`config.mk`:
```
export PLATFORM = sky130hd
export DESIGN_NAME = qvr_pipe_ctrl
export DESIGN_NICKNAME = d
export VERILOG_FILES = /design/src/rtl/qvr_pkg.sv /design/src/rtl/qvr_pipe_ctrl.sv
export SDC_FILE = /design/constraint.sdc
export NUM_CORES = 1
export LEC_CHECK = 0
export BUFFER_PORTS_ARGS = -buffer_cell sky130_fd_sc_hd__buf_2
export CELL_PAD_IN_SITES_DETAIL_PLACEMENT = 1
export CELL_PAD_IN_SITES_GLOBAL_PLACEMENT = 1
export CORE_AREA = 2 2 39 41
export DETAILED_ROUTE_END_ITERATION = 8
export DIE_AREA = 0 0 41 43
export PLACE_DENSITY_LB_ADDON = 0.1
export SLEW_MARGIN = 20
export SYNTH_ARGS = -nofsm -noshare
export SYNTH_HDL_FRONTEND = slang
export SYNTH_SLANG_ARGS = --single-unit
export TNS_END_PERCENT = 50
```
`constraint.sdc`:
```
create_clock -name clk -period 1.47 [get_ports clk]
set_input_delay 0.147 -clock clk [delete_from_list [all_inputs] [get_ports clk]]
set_output_delay 0.147 -clock clk [all_outputs]
set_load 0.05 [all_outputs]
```
`src/rtl/qvr_pkg.sv`:
```
// Shared types, widths and saturation helpers for the quaternion vector rotation block.
package qvr_pkg;

	localparam int QUAT_FRAC_BITS = 14;
	localparam int VEC_WIDTH      = 16;

	localparam int QUAT_W  = QUAT_FRAC_BITS + 2;
	localparam int PROD_W  = 2 * QUAT_W;
	localparam int DIAG_W  = PROD_W + 2;
	localparam int OFF_W   = PROD_W + 1;
	localparam int TRND_W  = QUAT_FRAC_BITS + 6;
	localparam int MV_W    = QUAT_W + VEC_WIDTH;
	localparam int MSUM_W  = MV_W + 2;
	localparam int ORND_W  = VEC_WIDTH + 4;

	localparam int NUM_STAGES = 6;

	localparam logic signed [DIAG_W-1:0] DIAG_HALF = DIAG_W'(1) <<< (QUAT_FRAC_BITS - 1);
	localparam logic signed [OFF_W-1:0]  OFF_HALF  = OFF_W'(1) <<< (QUAT_FRAC_BITS - 2);
	localparam logic signed [MSUM_W-1:0] OUT_HALF  = MSUM_W'(1) <<< (QUAT_FRAC_BITS - 1);

	localparam logic signed [TRND_W-1:0] TERM_MAX =
		{{(TRND_W - QUAT_W + 1){1'b0}}, {(QUAT_W - 1){1'b1}}};
	localparam logic signed [TRND_W-1:0] TERM_MIN =
		{{(TRND_W - QUAT_W + 1){1'b1}}, {(QUAT_W - 1){1'b0}}};
	localparam logic signed [ORND_W-1:0] OUT_MAX =
		{{(ORND_W - VEC_WIDTH + 1){1'b0}}, {(VEC_WIDTH - 1){1'b1}}};
	localparam logic signed [ORND_W-1:0] OUT_MIN =
		{{(ORND_W - VEC_WIDTH + 1){1'b1}}, {(VEC_WIDTH - 1){1'b0}}};

	typedef struct packed {
		logic                    operation;
		logic signed [QUAT_W-1:0] quat_w;
		logic signed [QUAT_W-1:0] quat_x;
		logic signed [QUAT_W-1:0] quat_y;
		logic signed [QUAT_W-1:0] quat_z;
		logic signed [VEC_WIDTH-1:0] vec_x;
		logic signed [VEC_WIDTH-1:0] vec_y;
		logic signed [VEC_WIDTH-1:0] vec_z;
	} in_t;

	typedef struct packed {
		logic signed [VEC_WIDTH-1:0] out_x;
		logic signed [VEC_WIDTH-1:0] out_y;
		logic signed [VEC_WIDTH-1:0] out_z;
		logic                       clipped;
	} out_t;

	typedef struct packed {
		logic signed [VEC_WIDTH-1:0] x;
		logic signed [VEC_WIDTH-1:0] y;
		logic signed [VEC_WIDTH-1:0] z;
	} vec_t;

	typedef logic [2:0][2:0][QUAT_W-1:0] mat_t;

	typedef struct packed {
		logic [NUM_STAGES-1:0] load;
	} pipe_ctl_t;

	function automatic logic signed [QUAT_W-1:0] sat_term(input logic signed [TRND_W-1:0] a);
		logic signed [QUAT_W-1:0] r;
		if (a > TERM_MAX) begin
			r = TERM_MAX[QUAT_W-1:0];
		end else if (a < TERM_MIN) begin
			r = TERM_MIN[QUAT_W-1:0];
		end else begin
			r = a[QUAT_W-1:0];
		end
		return r;
	endfunction

	function automatic logic signed [VEC_WIDTH-1:0] sat_out(input logic signed [ORND_W-1:0] a);
		logic signed [VEC_WIDTH-1:0] r;
		if (a > OUT_MAX) begin
			r = OUT_MAX[VEC_WIDTH-1:0];
		end else if (a < OUT_MIN) begin
			r = OUT_MIN[VEC_WIDTH-1:0];
		end else begin
			r = a[VEC_WIDTH-1:0];
		end
		return r;
	endfunction

	function automatic logic out_ovf(input logic signed [ORND_W-1:0] a);
		return (a > OUT_MAX) || (a < OUT_MIN);
	endfunction

endpackage

```
`src/rtl/qvr_pipe_ctrl.sv`:
```
// Pipeline valid bits and per-stage ready chain for the rotation datapath.
module qvr_pipe_ctrl (
	input  logic                clk,
	input  logic                arst_n,
	input  logic                in_valid,
	output logic                in_ready,
	output logic                out_valid,
	input  logic                out_ready,
	output qvr_pkg::pipe_ctl_t  ctl
);

	logic [qvr_pkg::NUM_STAGES-1:0] valid_q;
	logic [qvr_pkg::NUM_STAGES-1:0] rdy;

	always_comb begin
		rdy[qvr_pkg::NUM_STAGES-1] = !valid_q[qvr_pkg::NUM_STAGES-1] || out_ready;
		for (int k = qvr_pkg::NUM_STAGES - 2; k >= 0; k--) begin
			rdy[k] = !valid_q[k] || rdy[k+1];
		end
	end

	always_ff @(posedge clk or negedge arst_n) begin
		if (!arst_n) begin
			valid_q <= '0;
		end else begin
			if (rdy[0]) begin
				valid_q[0] <= in_valid;
			end
			for (int k = 1; k < qvr_pkg::NUM_STAGES; k++) begin
				if (rdy[k]) begin
					valid_q[k] <= valid_q[k-1];
				end
			end
		end
	end

	assign ctl.load  = rdy;
	assign in_ready  = rdy[0];
	assign out_valid = valid_q[qvr_pkg::NUM_STAGES-1];

	// A ready sink keeps the whole pipeline flowing.
	a_flow: assert property (@(posedge clk) disable iff (!arst_n)
		out_ready |-> in_ready)
		else $error("pipeline blocked while output is ready");

	// An accepted transaction always lands in the first stage.
	a_enter: assert property (@(posedge clk) disable iff (!arst_n)
		in_valid && in_ready |=> valid_q[0])
		else $error("accepted transaction lost at first stage");

	// A stalled result at the output is kept, not dropped.
	a_hold: assert property (@(posedge clk) disable iff (!arst_n)
		out_valid && !out_ready |=> out_valid)
		else $error("stalled result dropped");

	// An empty stage never refuses new data.
	a_bubble: assert property (@(posedge clk) disable iff (!arst_n)
		!valid_q[0] |-> ctl.load[0])
		else $error("empty first stage not loading");

endmodule

```
==> results of run 1 <==
[per-layer routing]
layer | GRT usage | vias up
met4 | 0.08000 | 0
met2 | 0.1031 | 11
met3 | 0.03665 | 2
met5 | 0 | -
met1 | 0.09333 | 102
li1 | - | 102
[area by class of cell]
type                            instances  share of cell area
Clock buffer                            4             0.07119
Inverter                                1             0.01017
Timing Repair Buffer                   13              0.2237
Multi-Input combinational cell         12              0.2305
Sequential cell                         6              0.4102
Tap cell                               16             0.05424
[worst max-delay path, stage by stage (launching register included)]
cell and delay, ns:
dfrtp_2 0.38, and4b_2 0.30, nand4_1 0.14, buf_4 0.22
[worst min path at each step]
stage	endpoint	depth (start not counted)	slack [ns]	start
2_1_floorplan	valid_q[0]	0	-0.15	arst_n
3_3_place_gp	valid_q[4]	1	-0.02	arst_n
5_1_grt	valid_q[0]	2	0.09	in_valid
4_1_cts	valid_q[0]	2	0.09	in_valid
6_report	valid_q[0]	2	0.09	in_valid
3_5_place_dp	valid_q[4]	1	-0.02	arst_n
[layout by cell type (no fill, tap or decap)]
master	n
inv_1	1
dlygate4sd3_1	1
a41o_1	1
and4b_2	1
a31o_1	1
nand2_1	1
a21o_1	1
nand3b_1	1
nand4_1	1
clkbuf_1	1
or2_1	1
buf_4	3
dfrtp_1	5
buf_2	7
clkbuf_4	5
nand2b_1	3
dfrtp_2	1
nand3_1	1
[cell usage after synthesis]
master    n  share of area
or2_1     1          0.024
a21o_1    1          0.029
dfrtp_1   6           0.59
and4b_1   1          0.039
a31o_1    1          0.034
nand2_1   1          0.015
inv_1     1          0.015
nand2b_1  3          0.073
a41o_1    1          0.039
nand3b_1  1          0.029
nand4_1   1          0.024
buf_6     1          0.044
buf_4     1          0.029
nand3_1   1          0.019
[what timing repair did]
item | 4_1_cts | 5_1_grt
setup endpoints to repair | 3 | 5
hold endpoints to repair | 6 | 0
hold buffers | 1 | 0
buffers inserted | 0 | 1
pin swaps | 1 | 0
gates resized for setup | 3 | 2
[where the power goes]
group	internal, mW	switching, mW
registers	0.188	0.0223
clock network	0.103	0.0688
logic	0.0554	0.126
total	0.347	0.217
[metrics by stage]
stage	power, mW	hold WS, ns	util	instances	area (um^2)
finish	0.5642	0.09005	0.2667	52	369.1
global route	0.6005	0.08567	0.2667	52	369.1
CTS	0.5609	0.09013	0.2577	51	356.6
detailed placement	0.3800	-0.01779	0.2269	46	314.1
global placement	0.3786	-0.02045	0.2269	46	314.1
floorplan	0.3510	-0.1486	-	21	261.5
[cells by family (layout without fill, tap and decap cells)]
logic type | after synthesis | in the layout | synth area share
buf+inv | 3 | 18 | 0.08780
simple gates | 9 | 9 | 0.2244
flops | 6 | 6 | 0.5854
compound gates | 3 | 3 | 0.1025
==> results.cfg, run 1 <==
[sta]
clock.fmax_mhz = 694.9
worst_slack_ns = 0.03086
slew_headroom = 0.8351
fin_crit_sh = 0.9790
final.min_clock_period_ns = 1.439
drv_slew = 0
worst_pin_slew_ns = 0.2491
setup_viol = 0
rsz0062_at_grt = yes
fin_skew_ns = 0.004213
tns_ns = 0
hold_viol_final = 0

[layout]
reg.largest.list = valid_q: 6 flops
multiInputGateArea_um2 = 85.08
nNetsFinal = 41
largest-register = valid_q
drive_gt1_frac = 0.4722
area_growth_pct = 43.90
regArea_um2 = 151.4
antennaDiodeCount = 0
fillers = 163
largest_reg_flops = 6

[route]
wl_um = 587
first_pass_iters = 2
viasPerCell = 4.173
drc_errors = 0
vias = 217
dr_wl_met2_um = 277
final_antenna_net_count = 0
routedWlPerCell_um = 11.29
top_layer = met4
drt_iter0_drc = 5
wl_met3_um = 65
met1Wirelength_um = 229

[worst_setup_path]
path_max_fanout = 7
ff2ff_setup_slack_ns = 0.32
crit_path_end = in_ready
r2r_end = valid_q[1]
start_kind = flop
r2r_start = valid_q[5]
endpoint_kind = output pin
critPathArrivalTime_ns = 1.29
critPathRequiredTime_ns = 1.32
worstSetupPathType = flop to output pin
r2r_cells = 3
worstSetupStartpoint = valid_q[5]

[placement]
io_buffer_count = 11
gp_congestion = 0.6339
dpl_worst_slack_ns = 0.1979
place_hpwl_um = 396.3

[run_status]
status = finished, final reports clean

[global_routing]
grtUsageTotal = 0.08122
grt_pass1_vias = 209
antenna_found_initial = 0
grt_overflow = 0
grt_max_degree = 9
grt_pass1_wl_um = 890

[floorplan]
die_w_um = 41
core-area_um2 = 1384
num_rows = 14
initial_core_util = 0.1854
ios = 12
dieArea_um2 = 1763
dieHeight_um = 43

[min_path]
hp-class = input port to flop

[cts]
htree_levels = 1
path_clk_slew_ns = 0.05
clock_latency_ns = 0.25
cts_root_buf = clkbuf_4
cts_made_buffers = 3
cts_tree = done
clock-sinks = 6
clock_tree.buffer_depth = 2

[logic_synthesis]
syn_nets = 25
synth.avg_cell_area_um2 = 12.21
synth.yosys.seq_area_share = 0.5854
yosysWarnings = 0
synthesis.area_um2 = 256.5
ys_ff_latch = 6
synth.distinct_cells = 14
synthCells = 21

[pwr]
leakagePower_nw = 0.1658
powerDensity_nw_per_um2 = 1529
peakVddDrop_mv = 0.4511

[job]
cap_violations = 0
Power figures use the tool's default switching activity.
==> run 2: changes to the inputs <==
--- a/config.mk
+++ b/config.mk
@@ -11,7 +11,7 @@
 export CORE_AREA = 2 2 39 41
 export DETAILED_ROUTE_END_ITERATION = 8
 export DIE_AREA = 0 0 41 43
-export PLACE_DENSITY_LB_ADDON = 0.1
+export PLACE_DENSITY_LB_ADDON = 0.15
 export SLEW_MARGIN = 20
 export SYNTH_ARGS = -nofsm -noshare
 export SYNTH_HDL_FRONTEND = slang
==> results.cfg, run 2 (synthesized netlist as in run 1, its figures left out) <==
[run_status]
status = finished, final reports clean

[global_routing]
grtUsageTotal = 0.09312
grt_pass1_wl_um = 966
grt_max_degree = 9
grt_overflow = 0
antenna_found_initial = 0
grt_pass1_vias = 196

[layout]
fin_area_um2 = 394.1
antennaDiodeCount = 0
area_growth_pct = 53.66
final_cell_mix = buf_2 (9), dfrtp_1 (5), buf_4 (4), nand2b_1 (3), clkbuf_4 (3)
drive_gt1_frac = 0.5128
final_common_cell = buf_2
largest-register = valid_q
largest_reg_flops = 6
fillers = 167
reg.largest.list = valid_q: 6 flops
nNetsFinal = 44

[sta]
slew_headroom = 0.8289
fin_crit_sh = 0.9599
drv_slew = 0
rsz0062_at_grt = yes
worst_pin_slew_ns = 0.2584
fin_hold_ws_ns = 0.08052
setup_viol = 0
hold_viol_final = 0
clock.fmax_mhz = 708.7
fin_skew_ns = 0.01078
final.min_clock_period_ns = 1.411

[route]
drt_iter0_drc = 0
vias = 219
first_pass_iters = 1
routedWlPerCell_um = 11.29
viasPerCell = 3.982
drc_errors = 0
final_antenna_net_count = 0
wl_um = 621

[floorplan]
core-area_um2 = 1384
die_w_um = 41
dieHeight_um = 43
initial_core_util = 0.1854
num_rows = 14
dieArea_um2 = 1763
ios = 12

[cts]
cts_made_buffers = 3
clock_tree.buffer_depth = 2
cts_root_buf = clkbuf_4
clock-sinks = 6
htree_levels = 1
path_clk_slew_ns = 0.05
cts_tree = done
clock_latency_ns = 0.25

[pwr]
powerDensity_nw_per_um2 = 1456
peakVddDrop_mv = 0.5323
p_total_mw = 0.5739
leakagePower_nw = 0.1797

[job]
cap_violations = 0

[placement]
place_hpwl_um = 467.2
gp_congestion = 0.6813
io_buffer_count = 11
placed_area_um2 = 314.1

[worst_setup_path]
start_kind = flop
critPathArrivalTime_ns = 1.26
worstSetupPathType = flop to output pin
path_max_fanout = 7
endpoint_kind = output pin
critPathRequiredTime_ns = 1.32

[min_path]
hp-class = input port to flop
## run 2: worst paths after layout
| path | start | to | slack [ns] | cells after the start |
|---|---|---|---|---|
| min in group asynchronous | arst_n | valid_q[4] | 0.24 | 2 |
| max in group asynchronous | arst_n | valid_q[5] | 1.08 | 2 |
| max | valid_q[5] | ctl[0] | 0.06 | 3 |
| min | in_valid | valid_q[0] | 0.08 | 2 |
| max reg2reg | valid_q[5] | valid_q[1] | 0.33 | 3 |
| min reg2reg | valid_q[3] | valid_q[4] | 0.46 | 1 |
## run 2: cell type report
| type | instances | area [um^2] | share of cell area |
|---|---|---|---|
| inverters | 1 | 3.754 | 0.009524 |
| flip-flops and latches | 6 | 151.4 | 0.3841 |
| well taps | 16 | 20.02 | 0.05079 |
| clock buffers | 4 | 26.28 | 0.06667 |
| multi-input cells | 12 | 85.08 | 0.2159 |
| repair buffers | 16 | 107.6 | 0.2730 |
## run 2: timing repair
item / CTS / global route
endpoints found under the setup margin: 3 / 5
hold buffers: 1 / 0
pin swaps: 0 / 2
buffers inserted: 0 / 4
resized for setup: 1 / 6
hold endpoints to repair: 6 / 0
## run 2: stage by stage
step	setup TNS (ns)	util	instances	setup WS [ns]
after floorplan	-0.5218	-	21	-0.4505
after global placement	0	0.2269	46	0.2253
after detailed placement	0	0.2269	46	0.2184
after CTS	-0.07624	0.2541	51	-0.03852
after global routing	-0.03599	0.2848	55	-0.01852
final	0	0.2848	55	0.05895
## run 2: critical path: stages (launching register included)
cell and delay (ns):
dfrtp_2 0.35, and4b_2 0.30, nand4_1 0.17, buf_6 0.20
## run 2: layer usage
metal / GRT usage / wire length (um) / vias up
met5: 0 / 0 / -
met4: 0.04000 / 0 / 0
met3: 0.09424 / 44 / 0
met2: 0.1188 / 332 / 6
met1: 0.09901 / 244 / 106
li1: - / - / 107
## run 2: report_power, final
group	total [mW]	switching, mW	internal, mW
Sequential	0.207	0.0193	0.188
Combinational	0.200	0.133	0.0674
Clock	0.166	0.0631	0.103
Total	0.574	0.215	0.358
==> run 3: changes to the inputs <==
--- a/config.mk
+++ b/config.mk
@@ -9,6 +9,7 @@
 export CELL_PAD_IN_SITES_DETAIL_PLACEMENT = 1
 export CELL_PAD_IN_SITES_GLOBAL_PLACEMENT = 1
 export CORE_AREA = 2 2 39 41
+export CTS_BUF_LIST = sky130_fd_sc_hd__clkbuf_8
 export DETAILED_ROUTE_END_ITERATION = 8
 export DIE_AREA = 0 0 41 43
 export PLACE_DENSITY_LB_ADDON = 0.15
==> results.cfg, run 3 (synthesized netlist as in run 1, its figures left out) <==
[floorplan]
dieArea_um2 = 1763
core-area_um2 = 1384
die_w_um = 41
dieHeight_um = 43
ios = 12
initial_core_util = 0.1854
num_rows = 14

[pwr]
swShare = 0.3457
seqPwrFrac = 0.321
p_int_mw = 0.4309
powerDensity_nw_per_um2 = 1655
peakVddDrop_mv = 0.6429
leakagePower_nw = 0.1849
p_sw_mw = 0.2276
combPwrFrac = 0.290
p_clk_frac = 0.388

[cts]
path_clk_slew_ns = 0.04
clock_latency_ns = 0.23
clock_tree.buffer_depth = 2
cts_made_buffers = 3
clock-sinks = 6
cts_tree = done
cts_root_buf = clkbuf_8
htree_levels = 1

[worst_setup_path]
critPathRequiredTime_ns = 1.32
cp_cell_sequence = and4b_2 > nand4_1 > clkbuf_4
crit_family = flip-flops
critPathArrivalTime_ns = 1.26
endpoint_kind = output pin
worstSetupPathType = flop to output pin
critPathSlowestCell = dfrtp_2
start_kind = flop
r2r_start = valid_q[5]
cp_num_buf_inv = 1
worstSetupStartpoint = valid_q[5]
slowest_delay_ns = 0.41
path_max_fanout = 6

[sta]
slew_headroom = 0.8291
drv_slew = 0
worst_pin_slew_ns = 0.2581
worst_slack_ns = 0.05907
setup_viol = 0
clock.fmax_mhz = 708.8
fin_skew_ns = 0.008699
hold_viol_final = 0
final.min_clock_period_ns = 1.411
fin_crit_sh = 0.9598
rsz0062_at_grt = yes

[route]
dr_wl_met2_um = 330
met1Wirelength_um = 222
routedWlPerCell_um = 11.52
vias = 215
wl_um = 622
final_antenna_net_count = 0
drt_iter0_drc = 7
viasPerCell = 3.981
wl_met3_um = 57
drc_errors = 0
first_pass_iters = 3
top_layer = met4

[layout]
final_common_cell = buf_2
largest_reg_flops = 6
largest-register = valid_q
area_growth_pct = 55.12
stdcell_count = 54
nNetsFinal = 43
reg.largest.list = valid_q: 6 flops
final_cell_mix = buf_2 (9), dfrtp_1 (5), nand2b_1 (3), clkbuf_8 (3), buf_4 (3)
regArea_um2 = 151.4
drive_gt1_frac = 0.5000
antennaDiodeCount = 0
fillers = 165
multiInputGateArea_um2 = 85.08

[job]
cap_violations = 0

[run_status]
status = finished, final reports clean

[placement]
gp_congestion = 0.6813
dpl_worst_slack_ns = 0.2184
place_hpwl_um = 467.2
io_buffer_count = 11
dp_cells = 46

[global_routing]
grt_pass1_vias = 207
grt_pass1_wl_um = 979
grt_overflow = 0
grtUsageTotal = 0.09109
grt_max_degree = 9
antenna_found_initial = 0

[min_path]
hp-class = input port to flop
min_from = in_valid
## run 3: metrics by stage
step	power, mW	cell area (um^2)	util	TNS [ns]	hold WS [ns]
final	0.6585	397.9	0.2875	0	0.1037
after CTS	0.6452	370.4	0.2676	-0.002860	0.1038
after global routing	0.6961	397.9	0.2875	-0.0004166	0.1149
after floorplan	0.3510	261.5	-	-0.5218	-0.1486
after global placement	0.3766	314.1	0.2269	0	-0.02556
after detailed placement	0.3805	314.1	0.2269	0	-0.02579
## run 3: final cells by class
cell class / count / share of cell area
flip-flops and latches: 6 / 0.3805
multi-input cells: 12 / 0.2138
well taps: 16 / 0.05031
clock buffers: 3 / 0.1038
clock inverters: 1 / 0.009434
inverters: 1 / 0.009434
repair buffers: 15 / 0.2327
## run 3: what timing repair did
item / 4_1_cts / 5_1_grt
buffers inserted: 0 / 3
resized for setup: 1 / 2
endpoints found under the setup margin: 2 / 3
pin swaps: 0 / 1
hold endpoints to repair: 6 / 0
hold buffers: 1 / 0
## run 3: final timing paths
kind | cells past startpoint | end | slack [ns]
setup / recovery | 3 | ctl[0] | 0.06
setup reg to reg | 4 | valid_q[1] | 0.19
min in group asynchronous | 2 | valid_q[4] | 0.27
max in group asynchronous | 2 | valid_q[5] | 1.06
hold / removal | 2 | valid_q[0] | 0.10
hold reg to reg | 1 | valid_q[4] | 0.48
## run 3: power by group through the flow
stage / Combinational (mW) / Sequential [mW] / Clock (mW)
after floorplan: 0.136 / 0.215 / 0
after global placement: 0.166 / 0.210 / 0
after detailed placement: 0.168 / 0.213 / 0
after CTS: 0.171 / 0.212 / 0.262
after global routing: 0.203 / 0.216 / 0.277
final: 0.191 / 0.212 / 0.256
## run 3: per-layer routing
metal	vias to the layer above	GRT usage
li1	105	-
met1	100	0.09241
met2	7	0.1281
met3	3	0.07853
met4	0	0.04000
met5	-	0
